**config.mk**
```make
export PLATFORM = sky130hd
export DESIGN_NAME = ordered_ring_list_engine
export DESIGN_NICKNAME = d
export VERILOG_FILES = /design/src/orle_pkg.sv /design/src/ordered_ring_list_engine.sv /design/src/orle_controller.sv /design/src/orle_datapath.sv
export SDC_FILE = /design/constraint.sdc
export NUM_CORES = 1
export LEC_CHECK = 0
export BUFFER_PORTS_ARGS = -buffer_cell sky130_fd_sc_hd__buf_2
export CAP_MARGIN = 20
export CORE_MARGIN = 1.5
export CORE_UTILIZATION = 62
export CTS_CLUSTER_DIAMETER = 30
export DETAILED_ROUTE_END_ITERATION = 6
export GPL_TIMING_DRIVEN = 0
export PLACE_DENSITY = 0.85
export RECOVER_POWER = 25
export SLEW_MARGIN = 10
export SYNTH_ARGS = -nofsm -noshare
export SYNTH_HDL_FRONTEND = slang
export SYNTH_SLANG_ARGS = --single-unit
```
**constraint.sdc**
```tcl
create_clock -name clk_i -period 3.88 [get_ports clk_i]
set_input_delay 0 -clock clk_i [delete_from_list [all_inputs] [get_ports clk_i]]
set_output_delay 0 -clock clk_i [all_outputs]
set_load 0.03 [all_outputs]
```
**src/orle_pkg.sv**
```systemverilog
// orle_pkg: shared types and constants of the ordered ring list engine.
// Used by orle_controller, orle_datapath and ordered_ring_list_engine.
package orle_pkg;

  localparam int unsigned VALUE_W     = 32;
  localparam int unsigned POS_W       = 8;
  localparam int unsigned ENTRY_CNT_W = 5;

  typedef enum logic [1:0] {
    OP_INSERT = 2'd0,
    OP_REMOVE = 2'd1,
    OP_SEARCH = 2'd2,
    OP_CLEAR  = 2'd3
  } op_e;

  typedef enum logic [1:0] {
    ST_DONE     = 2'd0,
    ST_EMPTY    = 2'd1,
    ST_PAST_END = 2'd2,
    ST_FULL     = 2'd3
  } status_e;

  typedef struct packed {
    logic    load;
    logic    insert;
    logic    clear;
    logic    init_shift;
    logic    shift_run;
    logic    dec_count;
    logic    init_scan;
    logic    scan_run;
    logic    scan_final;
    logic    emit_simple;
    status_e status;
  } dp_cmd_t;

  typedef struct packed {
    op_e  op;
    logic full;
    logic empty;
    logic past_end;
    logic walk_done;
    logic out_free;
  } dp_stat_t;

endpackage

```
**src/ordered_ring_list_engine.sv**
```systemverilog
// ordered_ring_list_engine: top level, controller plus datapath.
// Depends on orle_pkg, orle_controller and orle_datapath.
//
// Usage: one command transaction in (op_i, value_i, position_i) under
// in_valid_i / in_stall_o, one or more result transactions out under
// out_valid_o / out_stall_i. Commands are handled one at a time; in_stall_o
// stays high from acceptance until the last result is loaded into the output
// register, so a new command may be taken while that result still waits.
// Per command:
//   insert, clear, rejected remove: a single result.
//   remove: position 0 counting as 1, each later entry moves down one place
//     per cycle through the entry memory, then a single result.
//   search: one entry compared per cycle while no earlier match waits on a
//     stalled output; one result per match, last_o on the final one, or a
//     single no-match result when nothing matches.
// Reset empties the list at once and drops any pending result; entry memory
// contents are not cleared. While out_stall_i is high the output register
// holds its transaction and a search walk pauses at any further match.
module ordered_ring_list_engine #(
  parameter int unsigned CAPACITY   = 16,
  parameter int unsigned WORD_WIDTH = 32
) (
  input  logic                                clk_i,
  input  logic                                rst_ni,
  input  logic                                in_valid_i,
  output logic                                in_stall_o,
  input  logic [1:0]                          op_i,
  input  logic [orle_pkg::VALUE_W-1:0]        value_i,
  input  logic [orle_pkg::POS_W-1:0]          position_i,
  output logic                                out_valid_o,
  input  logic                                out_stall_i,
  output logic [1:0]                          status_o,
  output logic                                match_valid_o,
  output logic [orle_pkg::VALUE_W-1:0]        found_word_o,
  output logic [orle_pkg::ENTRY_CNT_W-1:0]    entry_count_o,
  output logic                                is_empty_o,
  output logic                                last_o
);
  import orle_pkg::*;

  dp_cmd_t  cmd;
  dp_stat_t stat;

  orle_controller u_ctrl (
    .clk_i      (clk_i),
    .rst_ni     (rst_ni),
    .in_valid_i (in_valid_i),
    .in_stall_o (in_stall_o),
    .stat_i     (stat),
    .cmd_o      (cmd)
  );

  orle_datapath #(
    .CAPACITY   (CAPACITY),
    .WORD_WIDTH (WORD_WIDTH)
  ) u_dp (
    .clk_i         (clk_i),
    .rst_ni        (rst_ni),
    .cmd_i         (cmd),
    .stat_o        (stat),
    .op_i          (op_i),
    .value_i       (value_i),
    .position_i    (position_i),
    .out_valid_o   (out_valid_o),
    .out_stall_i   (out_stall_i),
    .status_o      (status_o),
    .match_valid_o (match_valid_o),
    .found_word_o  (found_word_o),
    .entry_count_o (entry_count_o),
    .is_empty_o    (is_empty_o),
    .last_o        (last_o)
  );

`ifndef SYNTHESIS
  a_busy_after_accept : assert property (@(posedge clk_i) disable iff (!rst_ni)
    in_valid_i && !in_stall_o |=> in_stall_o)
    else $error("engine not busy after accepting a command");

  a_only_matches_not_last : assert property (@(posedge clk_i) disable iff (!rst_ni)
    out_valid_o && !last_o |-> match_valid_o && (status_o == ST_DONE))
    else $error("non-final result that is not a search match");

  a_word_zero_without_match : assert property (@(posedge clk_i) disable iff (!rst_ni)
    out_valid_o && !match_valid_o |-> (found_word_o == '0))
    else $error("found_word set without a match");

  a_full_not_empty : assert property (@(posedge clk_i) disable iff (!rst_ni)
    out_valid_o && (status_o == ST_FULL) |-> !is_empty_o && last_o)
    else $error("full status on an empty list");
`endif

endmodule

```
**src/orle_controller.sv**
```systemverilog
// orle_controller: sequencing state machine of the ordered ring list engine.
// Depends on orle_pkg; drives orle_datapath through dp_cmd_t / dp_stat_t.
module orle_controller (
  input  logic               clk_i,
  input  logic               rst_ni,
  input  logic               in_valid_i,
  output logic               in_stall_o,
  input  orle_pkg::dp_stat_t stat_i,
  output orle_pkg::dp_cmd_t  cmd_o
);
  import orle_pkg::*;

  typedef enum logic [4:0] {
    S_IDLE   = 5'b00001,
    S_DECODE = 5'b00010,
    S_SHIFT  = 5'b00100,
    S_SCAN   = 5'b01000,
    S_RESP   = 5'b10000
  } state_e;

  state_e  state_q, state_d;
  status_e status_q, status_d;

  always_ff @(posedge clk_i or negedge rst_ni) begin
    if (!rst_ni) begin
      state_q  <= S_IDLE;
      status_q <= ST_DONE;
    end else begin
      state_q  <= state_d;
      status_q <= status_d;
    end
  end

  always_comb begin
    state_d  = state_q;
    status_d = status_q;
    cmd_o    = '0;
    case (state_q)
      S_IDLE: begin
        if (in_valid_i) begin
          cmd_o.load = 1'b1;
          state_d    = S_DECODE;
        end
      end
      S_DECODE: begin
        case (stat_i.op)
          OP_INSERT: begin
            if (stat_i.full) begin
              status_d = ST_FULL;
            end else begin
              cmd_o.insert = 1'b1;
              status_d     = ST_DONE;
            end
            state_d = S_RESP;
          end
          OP_REMOVE: begin
            if (stat_i.empty) begin
              status_d = ST_EMPTY;
              state_d  = S_RESP;
            end else if (stat_i.past_end) begin
              status_d = ST_PAST_END;
              state_d  = S_RESP;
            end else begin
              cmd_o.init_shift = 1'b1;
              state_d          = S_SHIFT;
            end
          end
          OP_SEARCH: begin
            cmd_o.init_scan = 1'b1;
            state_d         = S_SCAN;
          end
          OP_CLEAR: begin
            cmd_o.clear = 1'b1;
            status_d    = ST_DONE;
            state_d     = S_RESP;
          end
          default: begin
            state_d = S_IDLE;
          end
        endcase
      end
      S_SHIFT: begin
        cmd_o.shift_run = 1'b1;
        if (stat_i.walk_done) begin
          cmd_o.dec_count = 1'b1;
          status_d        = ST_DONE;
          state_d         = S_RESP;
        end
      end
      S_SCAN: begin
        cmd_o.scan_run = 1'b1;
        if (stat_i.walk_done && stat_i.out_free) begin
          cmd_o.scan_final = 1'b1;
          state_d          = S_IDLE;
        end
      end
      S_RESP: begin
        if (stat_i.out_free) begin
          cmd_o.emit_simple = 1'b1;
          state_d           = S_IDLE;
        end
      end
      default: begin
        state_d = S_IDLE;
      end
    endcase
    cmd_o.status = status_q;
  end

  assign in_stall_o = (state_q != S_IDLE);

endmodule

```
**src/orle_datapath.sv**
```systemverilog
// orle_datapath: entry memory, count, walk pointer and output register.
// Depends on orle_pkg; commanded by orle_controller.
module orle_datapath #(
  parameter int unsigned CAPACITY   = 16,
  parameter int unsigned WORD_WIDTH = 32
) (
  input  logic                                clk_i,
  input  logic                                rst_ni,
  input  orle_pkg::dp_cmd_t                   cmd_i,
  output orle_pkg::dp_stat_t                  stat_o,
  input  logic [1:0]                          op_i,
  input  logic [orle_pkg::VALUE_W-1:0]        value_i,
  input  logic [orle_pkg::POS_W-1:0]          position_i,
  output logic                                out_valid_o,
  input  logic                                out_stall_i,
  output logic [1:0]                          status_o,
  output logic                                match_valid_o,
  output logic [orle_pkg::VALUE_W-1:0]        found_word_o,
  output logic [orle_pkg::ENTRY_CNT_W-1:0]    entry_count_o,
  output logic                                is_empty_o,
  output logic                                last_o
);
  import orle_pkg::*;

  localparam int unsigned SW = (WORD_WIDTH < VALUE_W) ? WORD_WIDTH : VALUE_W;
  localparam int unsigned AW = $clog2(CAPACITY);
  localparam int unsigned CW = $clog2(CAPACITY + 1);
  localparam int unsigned XW = (CW > POS_W) ? CW : POS_W;
  localparam logic [CW-1:0] CAP_CNT = CW'(CAPACITY);

  logic [SW-1:0] mem [CAPACITY];

  op_e              op_q;
  logic [SW-1:0]    key_q;
  logic [POS_W-1:0] pos_q;
  logic [CW-1:0]    count_q;
  logic [CW-1:0]    rd_idx_q;
  logic [AW-1:0]    cmp_idx_q;
  logic             rd_vld_q;
  logic [SW-1:0]    rd_data_q;
  logic [SW-1:0]    held_q;
  logic             held_vld_q;

  logic             out_valid_q;
  status_e          out_status_q;
  logic             out_match_q;
  logic [SW-1:0]    out_word_q;
  logic [ENTRY_CNT_W-1:0] out_count_q;
  logic             out_empty_q;
  logic             out_last_q;

  logic [POS_W-1:0] rem_idx;
  logic             out_free;
  logic             more;
  logic             hit;
  logic             push;
  logic             proceed;
  logic             step;
  logic             rd_en;
  logic             mem_we;
  logic [AW-1:0]    mem_waddr;
  logic [SW-1:0]    mem_wdata;
  logic             emit;
  status_e          emit_status;
  logic             emit_match;
  logic [SW-1:0]    emit_word;
  logic             emit_last;

  assign rem_idx  = (pos_q == '0) ? '0 : pos_q - POS_W'(1);
  assign out_free = !out_valid_q || !out_stall_i;
  assign more     = rd_idx_q < count_q;
  assign hit      = rd_vld_q && (rd_data_q == key_q);
  assign push     = hit && held_vld_q;
  assign proceed  = cmd_i.scan_run && (!push || out_free);
  assign step     = proceed || cmd_i.shift_run;
  assign rd_en    = step && more;

  assign mem_we    = cmd_i.insert || (cmd_i.shift_run && rd_vld_q);
  assign mem_waddr = cmd_i.insert ? count_q[AW-1:0] : cmp_idx_q - AW'(1);
  assign mem_wdata = cmd_i.insert ? key_q : rd_data_q;

  assign stat_o.op        = op_q;
  assign stat_o.full      = (count_q == CAP_CNT);
  assign stat_o.empty     = (count_q == '0);
  assign stat_o.past_end  = XW'(rem_idx) >= XW'(count_q);
  assign stat_o.walk_done = !rd_vld_q && !more;
  assign stat_o.out_free  = out_free;

  always_ff @(posedge clk_i) begin
    if (mem_we) begin
      mem[mem_waddr] <= mem_wdata;
    end
    if (rd_en) begin
      rd_data_q <= mem[rd_idx_q[AW-1:0]];
      cmp_idx_q <= rd_idx_q[AW-1:0];
    end
  end

  always_ff @(posedge clk_i) begin
    if (cmd_i.load) begin
      op_q  <= op_e'(op_i);
      key_q <= value_i[SW-1:0];
      pos_q <= position_i;
    end
    if (cmd_i.init_shift) begin
      rd_idx_q <= CW'(rem_idx) + CW'(1);
    end else if (cmd_i.init_scan) begin
      rd_idx_q <= '0;
    end else if (rd_en) begin
      rd_idx_q <= rd_idx_q + CW'(1);
    end
    if (proceed && hit) begin
      held_q <= rd_data_q;
    end
  end

  always_ff @(posedge clk_i or negedge rst_ni) begin
    if (!rst_ni) begin
      count_q    <= '0;
      rd_vld_q   <= 1'b0;
      held_vld_q <= 1'b0;
    end else begin
      if (cmd_i.clear) begin
        count_q <= '0;
      end else if (cmd_i.insert) begin
        count_q <= count_q + CW'(1);
      end else if (cmd_i.dec_count) begin
        count_q <= count_q - CW'(1);
      end
      if (cmd_i.init_shift || cmd_i.init_scan) begin
        rd_vld_q <= 1'b0;
      end else if (step) begin
        rd_vld_q <= more;
      end
      if (cmd_i.init_scan) begin
        held_vld_q <= 1'b0;
      end else if (proceed && hit) begin
        held_vld_q <= 1'b1;
      end
    end
  end

  // result selection: plain reply, pushed-out earlier match, or end of search
  always_comb begin
    emit        = 1'b0;
    emit_status = ST_DONE;
    emit_match  = 1'b0;
    emit_word   = '0;
    emit_last   = 1'b1;
    if (cmd_i.emit_simple) begin
      emit        = 1'b1;
      emit_status = cmd_i.status;
    end else if (proceed && push) begin
      emit       = 1'b1;
      emit_match = 1'b1;
      emit_word  = held_q;
      emit_last  = 1'b0;
    end else if (cmd_i.scan_final) begin
      emit = 1'b1;
      if (held_vld_q) begin
        emit_match = 1'b1;
        emit_word  = held_q;
      end else if (count_q == '0) begin
        emit_status = ST_EMPTY;
      end
    end
  end

  always_ff @(posedge clk_i or negedge rst_ni) begin
    if (!rst_ni) begin
      out_valid_q <= 1'b0;
    end else if (emit) begin
      out_valid_q <= 1'b1;
    end else if (!out_stall_i) begin
      out_valid_q <= 1'b0;
    end
  end

  always_ff @(posedge clk_i) begin
    if (emit) begin
      out_status_q <= emit_status;
      out_match_q  <= emit_match;
      out_word_q   <= emit_word;
      out_count_q  <= ENTRY_CNT_W'(count_q);
      out_empty_q  <= (count_q == '0);
      out_last_q   <= emit_last;
    end
  end

  assign out_valid_o   = out_valid_q;
  assign status_o      = out_status_q;
  assign match_valid_o = out_match_q;
  assign found_word_o  = VALUE_W'(out_word_q);
  assign entry_count_o = out_count_q;
  assign is_empty_o    = out_empty_q;
  assign last_o        = out_last_q;

endmodule
```
==> flow_summary.ini, run 1 <==
[yosys]
synth_enable_flop_cells = 669
synth-seq-cells = 684
async_flop_share = 0.0219
syn_inst = 1303
yosysSeqAreaShare = 0.766
synthesis.area_mm2 = 0.0267
yosysUniqueCellTypes = 60
synth_area_per_cell_um2 = 20.5
synth_warnings = 0
synthFlopType = edfxtp_1
syn_nets = 1369

[worst_setup_path]
rrSetupSlack_ns = 0.11
path_cells = buf_2 > or4_1 > o2111ai_4 > inv_2 > a21boi_2 > nand2_1 > nor2_4 > buf_16
crit_family = simple AND/OR/NAND/NOR gates
ff2ff_path_depth = 8
timing.rr.start = u_dp.count_q[0]
worstPathRequired_ns = 4.23
critPathCaptureType = register
cp_data_arrival_time_ns = 4.12
critical_path.slowest_cell = nor2_4
worstSetupPathType = reg -> reg
slowest_delay_ns = 0.87
cp.depth = 8
worstPathMaxFanout = 18
timing.rr.end = u_dp.mem[13][13]
cp-startpoint = u_dp.count_q[0]
cp-start-kind = register
worstPathBufferInverterCount = 3

[final_layout]
multi_input_area_mm2 = 0.00609
mostFrequentLayoutCell = edfxtp_1
area_growth_pct = 22.9
design_area_mm2 = 0.0328
fillers = 1950
final_cell_mix = edfxtp_1 (669), mux4_2 (160), nand2_1 (117)
antenna_cells = 0
layout.nets = 1643
seq_area_mm2 = 0.0205
drive_above_1_share = 0.285

[global_route]
grt_pass1_vias = 16300
antenna_found_initial = 1
track_usage = 0.365
overflow = 0
grt_pass1_wl_mm = 112
grt_max_degree = 24

[timing]
hold_viol = 0
fin_crit_sh = 0.971
worst_pin_slew_ns = 1.38
maxSlewViolCount = 0
relSlewSlack = 0.0801
period_needed_ns = 3.77
setup_viol = 0
setup_ws_ns = 0.113
whs_ns = 0.0416
max_freq_mhz = 265
rsz0062_at_grt = no
fin_worst_skew_ns = 0.0414
finalSetupTns_ns = 0

[routing]
finalWirelength_mm = 78.2
vias_per_cell = 7.14
num_vias = 15800
wl_per_cell_um = 35.3
drc_errors = 0
drtPass1Iterations = 6
first_iter_violations = 2569
antenna_left = 0

[floorplan]
num_rows = 75
design.portCount = 90
core_area_mm2 = 0.0422
die_area_mm2 = 0.0444
fp.dieW_um = 211
die_h_um = 211
initial_core_util = 0.633

[clocking]
post_cts_buffers = 0
clock_latency_ns = 0.68
clk_pin_slew_ns = 0.06
clock_path_buffers = 3
htreeDepth = 3
cts_root_buf = clkbuf_16
numClockSinks = 684
numCtsBuffers = 112
cts_tree = done

[min_path]
hold_path.class = in -> reg
hold_path_end = u_dp.key_q[4]
hold_path.startpoint = value_i[4]
whs_path_depth = 2

[run]
max_cap_viol_count = 0

[placed_design]
dpl-instance-area_mm2 = 0.0285
pre_cts_slack_ns = 0.343
port_buffers = 89
place_congestion = 0.874
hpwl_mm = 41.0

[pwr]
p_leak_nw = 10.9
powerDensity_mw_per_mm2 = 630
vdd_drop_max_mv = 0.496

[run_status]
status = finished clean
-- how the worst max path moves through the flow --
stage,to,slack [ns]
floorplan,u_dp.mem[11][0],0.33
global placement,u_dp.mem[14][13],-1.66
detailed placement,u_dp.mem[13][13],0.34
CTS,u_dp.found_word_o[16],0.16
global route,u_dp.mem[13][13],0.08
finish,u_dp.mem[13][13],0.11
-- cell families (layout without fill, tap and decap cells) --
| family | Yosys count | after routing | share of synthesized area |
|---|---|---|---|
| flops | 684 | 684 | 0.766 |
| simple gates | 258 | 258 | 0.0453 |
| mux | 163 | 163 | 0.136 |
| buf+inv | 69 | 441 | 0.0110 |
| compound gates | 60 | 60 | 0.0165 |
| xor+xnor | 49 | 49 | 0.0161 |
| fa+ha+maj | 20 | 20 | 0.00964 |
-- per-stage QoR --
stage | total power (W) | util | instances
finish | 0.0207 | 0.778 | 2214
global route | 0.0211 | 0.778 | 2214
CTS | 0.0206 | 0.779 | 2213
detailed placement | 0.0103 | 0.674 | 1953
global placement | 0.0102 | 0.660 | 1931
floorplan | 0.00975 | - | 1303
-- sequential cells by signal (all words and copies together), names as in the netlist --
| register | flops |
|---|---|
| u_dp.last_o | 1 |
| u_ctrl.state_q | 5 |
| u_dp.out_valid_o | 1 |
| u_dp.held_q | 32 |
| u_dp.count_q | 5 |
| u_dp.op_q | 2 |
| u_dp.is_empty_o | 1 |
| u_dp.pos_q | 8 |
| u_dp.cmp_idx_q | 4 |
| u_dp.mem | 512 |
| u_dp.rd_idx_q | 5 |
| u_dp.held_vld_q | 1 |
| u_dp.rd_data_q | 32 |
| u_ctrl.status_q | 2 |
| u_dp.key_q | 32 |
| u_dp.entry_count_o | 5 |
| u_dp.match_valid_o | 1 |
| u_dp.status_o | 2 |
| u_dp.found_word_o | 32 |
| u_dp.rd_vld_q | 1 |
-- Yosys cell counts (3+ instances only) --
cell	instances	share of area
a21o_1	4	0.0011
a21oi_1	12	0.0022
a21oi_2	3	0.00098
a32oi_1	3	0.00098
and2_1	35	0.0082
and3_1	8	0.0019
buf_1	5	0.00070
buf_2	18	0.0034
buf_4	3	0.00084
clkbuf_1	25	0.0035
dfrtp_1	14	0.013
edfxtp_1	669	0.75
ha_1	19	0.0089
inv_1	17	0.0024
mux4_2	160	0.13
nand2_1	117	0.016
nand3_1	17	0.0032
nand3b_1	3	0.00084
nand4_1	8	0.0019
nor2_1	43	0.0060
nor2b_1	3	0.00070
nor3_1	10	0.0019
o211ai_1	3	0.00084
o21ai_0	9	0.0017
o22ai_1	3	0.00070
o31ai_1	3	0.00084
xnor2_1	44	0.014
xor2_1	5	0.0016
-- what timing repair did --
| item | CTS | global route |
|---|---|---|
| setup endpoints to repair | 0 | 20 |
| resized for setup | 0 | 1 |
| endpoints found under the hold margin | 85 | 0 |
| hold buffers | 48 | 0 |
-- layout make-up --
type,instances,share of cell area
repair buffers,160,0.0419
clock inverters,92,0.0314
flip-flops and latches,684,0.623
well taps,539,0.0205
clock buffers,120,0.0885
multi-input cells,550,0.186
inverters,18,0.00206
plain buffers,51,0.00686
-- worst register-to-register path: cells and delay by family, from the launching register on --
kind,cells,cell delay (ns)
AND/OR/NAND/NOR,3,1.80
buffers and inverters,3,0.65
AO/OA/AOI/OAI,2,0.58
flip-flops,1,0.42
-- per-layer routing --
layer  global-route usage  part of all wire  vias to the layer above
met5                    0                 0                        -
met4                0.198             0.061                        0
li1                     -                 -                     5875
met3               0.0901              0.13                      364
met2                0.590              0.49                     1707
met1                0.464              0.32                     7856
-- power breakdown --
| group | internal (W) | switching (W) |
|---|---|---|
| sequential | 0.00842 | 0.000222 |
| clock | 0.00651 | 0.00385 |
| combinational | 0.000603 | 0.00109 |
| total | 0.0155 | 0.00517 |
No activity file was read; power rests on OpenSTA's default activity.
==> inputs of run 2 (changes only) <==
==> constraint.sdc (replaced) <==
create_clock -name clk_i -period 3.88 [get_ports clk_i]
set_input_delay 0.388 -clock clk_i [delete_from_list [all_inputs] [get_ports clk_i]]
set_output_delay 0.388 -clock clk_i [all_outputs]
set_load 0.03 [all_outputs]
==> flow_summary.ini, run 2 (same netlist as run 1, synthesis figures left out) <==
[worst_setup_path]
rrSetupSlack_ns = 0.09
path_cells = buf_2 > or4_1 > o2111ai_4 > inv_2 > a21boi_2 > nand2_1 > nor2_4 > buf_16
slowest_delay_ns = 0.89
worstSetupPathType = reg -> reg
critPathCaptureType = register
worstPathRequired_ns = 4.23
crit_family = simple AND/OR/NAND/NOR gates
worstPathBufferInverterCount = 3
worstPathMaxFanout = 18
critical_path.slowest_cell = nor2_4
cp-start-kind = register
cp_data_arrival_time_ns = 4.14

[global_route]
grt_max_degree = 24
grt_pass1_wl_mm = 112
track_usage = 0.365
overflow = 0
antenna_found_initial = 1
grt_pass1_vias = 16200

[routing]
vias_per_cell = 7.09
drc_errors = 0
antenna_left = 0
num_vias = 15700
wl_per_cell_um = 35.2
finalWirelength_mm = 77.8
drtPass1Iterations = 6
first_iter_violations = 2689

[timing]
whs_ns = 0.0966
rsz0062_at_grt = no
maxSlewViolCount = 0
setup_viol = 0
worst_pin_slew_ns = 1.40
fin_crit_sh = 0.976
relSlewSlack = 0.0669
max_freq_mhz = 264
period_needed_ns = 3.79
hold_viol = 0
fin_worst_skew_ns = 0.0421
setup_ws_ns = 0.0919

[pwr]
p_leak_nw = 10.9
powerDensity_mw_per_mm2 = 630
vdd_drop_max_mv = 0.494

[final_layout]
layout.nets = 1639
area_growth_pct = 22.7
regMostFlops = u_dp.mem
finalNonFillerCells = 2210
finish.utilization = 0.777
antenna_cells = 0
seq_area_mm2 = 0.0205
multi_input_area_mm2 = 0.00609
largest_register_ffs = 512
mostFrequentLayoutCell = edfxtp_1
drive_above_1_share = 0.286
fillers = 1954
design_area_mm2 = 0.0328
final_cell_mix = edfxtp_1 (669), mux4_2 (160), nand2_1 (117)

[clocking]
clk_pin_slew_ns = 0.05
numClockSinks = 684
clock_path_buffers = 3
post_cts_buffers = 0
cts_tree = done
htreeDepth = 3
numCtsBuffers = 112
clock_latency_ns = 0.67
cts_root_buf = clkbuf_16

[floorplan]
die_area_mm2 = 0.0444
fp.dieW_um = 211
initial_core_util = 0.633
num_rows = 75
die_h_um = 211
design.portCount = 90
core_area_mm2 = 0.0422

[placed_design]
hpwl_mm = 41.0
place_congestion = 0.874
pre_cts_slack_ns = 0.343
dpl-instance-area_mm2 = 0.0285
numPlacedInstances = 1953
port_buffers = 89

[min_path]
hold_path.class = in -> reg

[run]
max_cap_viol_count = 0

[run_status]
status = finished clean
-- run 2: cell types whose count changed in the layout (fill, tap and decap cells not counted), sizes merged --
| cell | previous run | this run |
|---|---|---|
| dlygate4sd3 | 48 | 44 |
-- run 2: per-stage QoR --
step / total power (W) / TNS [ns]
floorplan: 0.00975 / 0
global placement: 0.0102 / -850.69
detailed placement: 0.0103 / 0
CTS: 0.0206 / 0
global route: 0.0211 / 0
finish: 0.0207 / 0
-- run 2: timing repair --
action | in CTS | in global routing
resized for setup | 0 | 1
endpoints found under the hold margin | 58 | 0
hold buffers | 44 | 0
setup endpoints to repair | 0 | 20
-- run 2: where the power goes --
group / internal [W] / switching [W] / total [W]
clock network: 0.00651 / 0.00384 / 0.0103
logic: 0.000591 / 0.00109 / 0.00168
registers: 0.00842 / 0.000220 / 0.00864
-- run 2: per-layer routing --
layer | wire length [um] | track usage
met1 | 25300 | 0.465
met5 | 0 | 0
met4 | 4510 | 0.195
met3 | 9610 | 0.0895
met2 | 38400 | 0.589
-- run 2: layout make-up --
cell class              count  area share
well taps                 539      0.0206
inverters                  18     0.00206
clock buffers             120      0.0886
multi-input cells         550       0.186
repair buffers            156      0.0407
plain buffers              51     0.00687
clock inverters            92      0.0315
flip-flops and latches    684       0.624
-- run 2: path summary, 6_finish.rpt --
path / cells past startpoint / start / end
worst max-delay path: 8 / u_dp.count_q[0] / u_dp.mem[13][21]
worst min-delay path: 2 / out_stall_i / u_dp.status_o[0]
worst min register to register: 1 / u_dp.held_q[2] / u_dp.found_word_o[2]
min in group asynchronous: 2 / rst_ni / u_dp.count_q[2]
max in group asynchronous: 2 / rst_ni / u_dp.count_q[3]
worst max register to register: 8 / u_dp.count_q[0] / u_dp.mem[13][21]
